**config.mk**
```make
export PLATFORM = sky130hd
export DESIGN_NAME = btlpm_ctrl
export DESIGN_NICKNAME = d
export VERILOG_FILES = /design/src/design/btlpm_pkg.sv /design/src/design/btlpm_ctrl.sv
export SDC_FILE = /design/constraint.sdc
export NUM_CORES = 1
export LEC_CHECK = 0
export BUFFER_PORTS_ARGS = -buffer_cell sky130_fd_sc_hd__buf_2
export CAP_MARGIN = 30
export CORE_ASPECT_RATIO = 0.9
export CORE_UTILIZATION = 35
export DETAILED_ROUTE_END_ITERATION = 10
export PLACE_DENSITY = 0.64
export SYNTH_ARGS = -nofsm -noshare
export SYNTH_HDL_FRONTEND = slang
export SYNTH_SLANG_ARGS = --single-unit
```
**constraint.sdc**
```tcl
create_clock -name clk -period 3.3 [get_ports clk]
set_input_delay 0.165 -clock clk [delete_from_list [all_inputs] [get_ports clk]]
set_output_delay 0.165 -clock clk [all_outputs]
set_load 0.05 [all_outputs]
```
**src/design/btlpm_pkg.sv**
```systemverilog
// Shared codes, command and flag types for the binary trie prefix-match core.
`default_nettype none
package btlpm_pkg;

    localparam int DEF_NODE_COUNT = 4096;
    localparam int DEF_VALUE_BITS = 32;
    localparam int ADDR_W         = 32;
    localparam int LEN_W          = 6;
    localparam int MATCH_W        = 32;
    localparam logic [LEN_W-1:0] MAX_DEPTH = 6'd32;

    localparam logic [1:0] OP_LOOKUP = 2'd0;
    localparam logic [1:0] OP_INSERT = 2'd1;
    localparam logic [1:0] OP_DELETE = 2'd2;

    localparam logic [1:0] ST_HIT  = 2'd0;
    localparam logic [1:0] ST_MISS = 2'd1;
    localparam logic [1:0] ST_FULL = 2'd2;

    typedef enum logic [3:0] {
        CMD_NONE,
        CMD_LOAD,
        CMD_LK_STEP,
        CMD_WALK_STEP,
        CMD_WORK_LOAD,
        CMD_FULL,
        CMD_POP_RD,
        CMD_ALLOC,
        CMD_FINAL,
        CMD_CLEAR,
        CMD_PAR_RD,
        CMD_PRUNE,
        CMD_EMIT
    } cmd_t;

    typedef struct packed {
        logic [1:0] op;
        logic       at_len;
        logic       lvl_max;
        logic       lvl_zero;
        logic       child_zero;
        logic       node_valid;
        logic       work_busy;
        logic       pool_short;
        logic       out_free;
    } dp_flags_t;

endpackage
`default_nettype wire

```
**src/design/btlpm_ctrl.sv**
```systemverilog
// Controller: sequences lookup, insert and delete walks over the datapath.
`default_nettype none
module btlpm_ctrl (
    input  wire logic                 clk,
    input  wire logic                 rst_n,
    input  wire logic                 in_valid,
    output logic                      in_ready,
    input  wire btlpm_pkg::dp_flags_t flags,
    output btlpm_pkg::cmd_t           cmd
);

    localparam logic [3:0] S_IDLE = 4'd0;
    localparam logic [3:0] S_DISP = 4'd1;
    localparam logic [3:0] S_LK   = 4'd2;
    localparam logic [3:0] S_IW   = 4'd3;
    localparam logic [3:0] S_ICK  = 4'd4;
    localparam logic [3:0] S_ARD  = 4'd5;
    localparam logic [3:0] S_AWR  = 4'd6;
    localparam logic [3:0] S_DW   = 4'd7;
    localparam logic [3:0] S_DCL  = 4'd8;
    localparam logic [3:0] S_PR   = 4'd9;
    localparam logic [3:0] S_PW   = 4'd10;
    localparam logic [3:0] S_DONE = 4'd11;

    logic [3:0] state_reg, state_next;

    always_comb
    begin
        state_next = state_reg;
        cmd        = btlpm_pkg::CMD_NONE;
        in_ready   = 1'b0;
        unique case (state_reg)
            S_IDLE:
            begin
                in_ready = 1'b1;
                if (in_valid)
                begin
                    cmd        = btlpm_pkg::CMD_LOAD;
                    state_next = S_DISP;
                end
            end
            S_DISP:
            begin
                priority case (flags.op)
                    btlpm_pkg::OP_LOOKUP: state_next = S_LK;
                    btlpm_pkg::OP_INSERT: state_next = S_IW;
                    btlpm_pkg::OP_DELETE: state_next = S_DW;
                    default:              state_next = S_DONE;
                endcase
            end
            S_LK:
            begin
                cmd = btlpm_pkg::CMD_LK_STEP;
                if (flags.lvl_max || flags.child_zero)
                begin
                    state_next = S_DONE;
                end
            end
            S_IW:
            begin
                if (flags.at_len || flags.child_zero)
                begin
                    state_next = S_ICK;
                end
                else
                begin
                    cmd = btlpm_pkg::CMD_WALK_STEP;
                end
            end
            S_ICK:
            begin
                if (flags.pool_short)
                begin
                    cmd        = btlpm_pkg::CMD_FULL;
                    state_next = S_DONE;
                end
                else
                begin
                    cmd        = btlpm_pkg::CMD_WORK_LOAD;
                    state_next = S_ARD;
                end
            end
            S_ARD:
            begin
                if (flags.at_len)
                begin
                    cmd        = btlpm_pkg::CMD_FINAL;
                    state_next = S_DONE;
                end
                else
                begin
                    cmd        = btlpm_pkg::CMD_POP_RD;
                    state_next = S_AWR;
                end
            end
            S_AWR:
            begin
                cmd        = btlpm_pkg::CMD_ALLOC;
                state_next = S_ARD;
            end
            S_DW:
            begin
                if (flags.at_len)
                begin
                    state_next = flags.node_valid ? S_DCL : S_DONE;
                end
                else if (flags.child_zero)
                begin
                    state_next = S_DONE;
                end
                else
                begin
                    cmd = btlpm_pkg::CMD_WALK_STEP;
                end
            end
            S_DCL:
            begin
                cmd        = btlpm_pkg::CMD_CLEAR;
                state_next = S_PR;
            end
            S_PR:
            begin
                if (flags.lvl_zero || flags.work_busy)
                begin
                    state_next = S_DONE;
                end
                else
                begin
                    cmd        = btlpm_pkg::CMD_PAR_RD;
                    state_next = S_PW;
                end
            end
            S_PW:
            begin
                cmd        = btlpm_pkg::CMD_PRUNE;
                state_next = S_PR;
            end
            S_DONE:
            begin
                if (flags.out_free)
                begin
                    cmd        = btlpm_pkg::CMD_EMIT;
                    state_next = S_IDLE;
                end
            end
            default:
            begin
                state_next = S_IDLE;
            end
        endcase
    end

    always_ff @(posedge clk or negedge rst_n)
    begin
        if (!rst_n)
        begin
            state_reg <= S_IDLE;
        end
        else
        begin
            state_reg <= state_next;
        end
    end

endmodule
`default_nettype wire

```
=== After elaboration in Yosys (flattened, before gate mapping) ===
Cells that the tools add are included.

* Output and inout port bits: 5
* Bits of input ports: 13
* Register bits: 4
* Word-level logic and storage cells: 48

* Muxes and demuxes: 22
* Reductions and logical operators: 7
* Equal/unequal tests: 18

{| class="wikitable"
|+ Operators by type and width
! operator !! number
|-
| 4-bit case mux with 11 select lines || 2
|-
| 4-bit 2-to-1 mux || 11
|-
| 4-bit by 3-bit == test with 1-bit output, second input constant || 4
|-
| 4-bit == test, second input constant || 4
|-
| 4-bit case mux with 3 select lines || 1
|-
| 4-bit by 2-bit == test with 1-bit output, second input constant || 2
|-
| 2-bit 2-to-1 mux || 4
|-
| 2-bit != test, second input constant || 4
|-
| 5-bit AND reduction || 1
|-
| 4-bit by 1-bit == test with 1-bit output, second input constant || 1
|-
| 4-bit zero test || 1
|-
| 1-bit 2-to-1 mux || 4
|-
| 1-bit logical OR || 3
|-
| 3-bit != test, second input constant || 1
|-
| 2-bit by 1-bit == test with 1-bit output, second input constant || 1
|-
| 2-bit == test, second input constant || 1
|-
| 2-bit zero test || 1
|-
| 2-bit OR reduction || 1
|}

=== Depth between registers and ports, before layout ===
* Depth in word-level cells: 3
* Mapped depth: 7
* Depth with buffers taken out: 6

=== Worst setup path before layout ===
OpenSTA, ideal clock, no wires.

* Kind: register to output
* From: register state_reg[2]
* To: output in_ready
* Data arrival time: 1.936 ns
* Buffers on the path: 1
* Setup slack: 1.199 ns
* Cell stages (with the launch flop): 6
* Data required time: 3.135 ns
* Path through: dfrtp_1 -> inv_1 -> ha_1 -> buf_2 -> inv_1 -> nor3_1

* Cells in the longest elaborated chain, start to end: 2

{| class="wikitable"
|+ RTL lines
! what !! line !! source
|-
| from (decl) || btlpm_ctrl.sv:25 || <nowiki>logic [3:0] state_reg, state_next;</nowiki>
|-
| from (signal assigned) || btlpm_ctrl.sv:161 || <nowiki>state_reg <= state_next;</nowiki>
|-
| 4-bit zero test || btlpm_ctrl.sv:32 || <nowiki>unique case (state_reg)</nowiki>
|-
| 1-bit 2-to-1 mux || btlpm_ctrl.sv:32 ||
|-
| to (decl) || btlpm_ctrl.sv:7 || <nowiki>output logic in_ready,</nowiki>
|}

No other way between the ends.

=== Worst setup path after layout ===
* From: register state_reg[3]
* To: output cmd[1]

* Cells in the longest elaborated chain, start to end: 2
* Elaborated cells on any way between the ends: 12

{| class="wikitable"
|+ RTL lines
! what !! line !! source
|-
| 4-bit == test, or another cell as far along || btlpm_ctrl.sv:32 ||
|-
| 4-bit case mux with 11 select lines * || btlpm_ctrl.sv:32 ||
|-
| to (decl) || btlpm_ctrl.sv:9 || <nowiki>output btlpm_pkg::cmd_t cmd</nowiki>
|}

Mark *: on every way between the ends. The rest lies on a longest branch, timed or not.

==> run summary <==
Once detail routing completed, the nets flagged for antenna violations numbered 0. The final clock period utilization by the worst path is 65.6%. The logs give 50.5% for the worst slew slack as a fraction of its limit and 4 for the detailed-routing iteration count for the pre-antenna-repair pass. The switching component of the power is 474 µW, and the part of the power in combinational logic is 75.8%.

For the core region area, the log shows 1900 µm². The tools report the clock latency on the worst-skew pair as 0.23 ns. For this run, the post-layout net count is 120.

The tools report the maximum number of buffers from clock root to sink as 2. Wire length of the first global-routing pass: 2700 µm. The post-synthesis sequential area ratio came out at 14.2%.

The flip-flop count of the largest register, all copies and words added is 4, and the routing usage on met3 is 0.344%. Detailed routing inserted a total of 704 vias. met2 is the most crowded layer. After floorplanning, the core was divided into 15 placement rows.

The tools report the accumulated negative setup slack as 0 ns. The Yosys step of the flow raised 0 warnings. The average footprint of a synthesized cell is 8.00 µm². For the starting density of the core, the log shows 37.2%. Dividing total power by cell area gives a power density of 1040 nW/µm². The tools report the global route total overflow as 0. OpenSTA, run right after detailed placement, puts the worst setup slack at 1.36 ns. The number of antenna repair diodes was 0; the number of flip-flops and latches in the synthesized netlist was 4. After layout, the worst setup slack is 1.14 ns. The switching portion of total power came out at 57.5%. In the post-synthesis netlist, the biggest area contributors are dfrtp_1 (14%), a21oi_1 (9.9%), buf_6 (6.4%). The run finished with clean final reports. In this run, placement finished with an instance count of 123. The clock skew after layout is 0.0000898 ns. The number of buffer cells added on primary ports was 17; the filler-free cell count of the finished design was 127. Number of max-cap violations: 0. The run gives 18 as the number of primary I/O pins. Total routing usage reported by global routing: 16.0%. The tools report the share of power burned in registers as 17.0%.

The tools report the met2 global-route usage as 28.8%. The number of global-route vias before repair is 632, and the hold buffer count at CTS is 1. In this run the biggest area consumer among cell types represents 14.2% of the synthesized area. The die width was 49.3 µm; the share of flip-flops with an asynchronous set or reset after synthesis was 100%. The logs give 350 µW for the internal power summed over all cells and 88 for the instance count of the mapped netlist.

In this run, the clock network consumes 7.1% of the power. The reported leakage power was 0.335 nW; the average wire per standard cell was 13.6 µm. The growth of design area from synthesis to finish was 12.3%. In the final layout, flip-flops and latches occupy 100 µm².

The slew at the pin closest to its max-slew limit was 0.743 ns; the post-synthesis instance area was 704 µm². After detailed routing, the number of vias per cell comes to 5.54. Static timing analysis puts the maximum clock frequency at 462 MHz.

CTS placed an instance of clkbuf_4 at the clock tree root. The vertical extent of the die is 44.6 µm, and the post-synthesis net count is 104. At the worst endpoint, the required time is 3.13 ns.

For this block, the initial DRC count from the detailed router was 8. The netlist uses 37 different library cells. The DRC violation count after routing was 0; the final wirelength was 1730 µm.

The design draws 824 µW. Setup repair after global routing left no endpoint under its margin. The number of flops mapped to enable cells by yosys came out at 0. Of all nets on the critical path, the largest fanout is 12. The number of fillers in the final layout is 198.

The logs give 0 for the count of final setup violators and 0 for the count of instances resized after the clock tree is built. Clock-pin slew was measured on the worst setup and hold paths at 0.04 ns. The commonest register cell after synthesis is dfrtp_1. Entering global routing, the biggest net connects 22 pins. Data on the critical path arrives at its endpoint at 2.00 ns. Global routing consumed, on the met1 layer, 21.0% of the routing resources. By startpoint and endpoint, the worst setup path is classified as flip-flop to output pin.

After legalization and detailed placement, the total HPWL measured 1290 µm. The congestion estimate from routability-driven global placement came to 0.826. Counting the buffers created by CTS gives 3. Nature of the critical path startpoint: a flip-flop.

The depth of the CTS H-tree was 1. The endpoint type of the worst setup path was an output pin. The fraction of layout cells with a size suffix above 1 was 30.4%. The logs give 41.7% for the core occupancy in the finished layout and 0 for the initial antenna violation count. The CTS sink count is 4, and the multi-input logic area is 523 µm². The worst-case IR drop observed on VDD is 0.539 mV.

The routed design could run at a clock period as short as 2.16 ns. The total setup buffers inserted after CTS was 0; the area enclosed by the die boundary was 2200 µm². The tightest min-delay check is of the primary input to asynchronous set/reset pin type. The hold violation count in the final report is 0, and the count of final max-slew check failures is 0. The synthesized design spends more area on one cell type than any other, namely dfrtp_1. TritonCTS built the clock tree.
-- cell usage in the layout (no fill, tap or decap), drive strengths merged, types with 2 or more instances in the layout --
cell type	synthesis	final
a21oi	14	14
a22oi	2	2
a311oi	2	2
and2	4	4
buf	7	17
clkbuf	0	3
dfrtp	4	4
ha	3	3
inv	5	5
nand2	4	4
nand2b	2	2
nor2	6	6
nor2b	3	3
nor3	3	3
nor3b	2	2
o211ai	2	2
o21ai	12	12
o21bai	2	2
o2bb2ai	3	3
-- power groups by stage --
stage / clock [mW] / sequential (mW) / combinational [mW]
6_report: 0.0588 / 0.140 / 0.625
5_1_grt: 0.0628 / 0.144 / 0.677
4_1_cts: 0.0623 / 0.138 / 0.622
3_5_place_dp: 0 / 0.139 / 0.620
3_3_place_gp: 0 / 0.137 / 0.615
2_1_floorplan: 0 / 0.0830 / 0.597
-- synth_stat cells, types with 3 or more instances --
| master | count |
|---|---|
| a21oi_1 | 14 |
| and2_1 | 3 |
| buf_6 | 4 |
| dfrtp_1 | 4 |
| ha_1 | 3 |
| inv_1 | 5 |
| nand2_1 | 3 |
| nor2_1 | 6 |
| nor2b_1 | 3 |
| nor3_1 | 3 |
| o21ai_0 | 4 |
| o21ai_1 | 4 |
| o21ai_2 | 3 |
-- per-stage QoR --
| stage | cell area [µm²] | hold slack [ns] |
|---|---|---|
| 2_1_floorplan | 704 | -0.131 |
| 3_3_place_gp | 758 | -0.0279 |
| 3_5_place_dp | 758 | -0.0286 |
| 4_1_cts | 791 | 0.273 |
| 5_1_grt | 791 | 0.292 |
| 6_report | 791 | 0.277 |
-- metal layers --
layer / wire, µm / up-vias
li1: - / 353
met5: 0 / -
met1: 864 / 337
met4: 17 / 0
met2: 795 / 12
met3: 50 / 2
-- kinds of logic after synthesis --
kind of cell / synth area share [%]
AOI/OAI and AO/OA: 44.2
adders and majority gates: 5.33
buffers and inverters: 11.5
DFF: 14.2
and+or+nand+nor: 24.7
-- final cells by class --
type,instances,share of cell area (%)
well taps,25,3.96
inverters,5,2.37
clock buffers,3,2.85
flip-flops and latches,4,12.7
repair buffers,18,12.0
multi-input cells,72,66.1
-- path summary, 6_finish.rpt --
| check | from | to | slack [ns] | depth (start not counted) |
|---|---|---|---|---|
| max in group asynchronous | rst_n | state_reg[0] | 2.91 | 2 |
| min in group clk | flags[3] | state_reg[1] | 0.38 | 4 |
| max | state_reg[3] | cmd[1] | 1.14 | 7 |
| max reg2reg | state_reg[3] | state_reg[2] | 1.52 | 6 |
| min | rst_n | state_reg[1] | 0.28 | 2 |
| min reg2reg | state_reg[2] | state_reg[2] | 0.52 | 1 |
-- critical path, cell delays in order, from the launching register on --
cell     delay, ns
dfrtp_1       0.39
inv_1         0.08
ha_1          0.41
or2_1         0.24
and2_1        0.15
o21ai_1       0.05
a21oi_1       0.17
buf_2         0.27
Power figures use the tool's default switching activity.
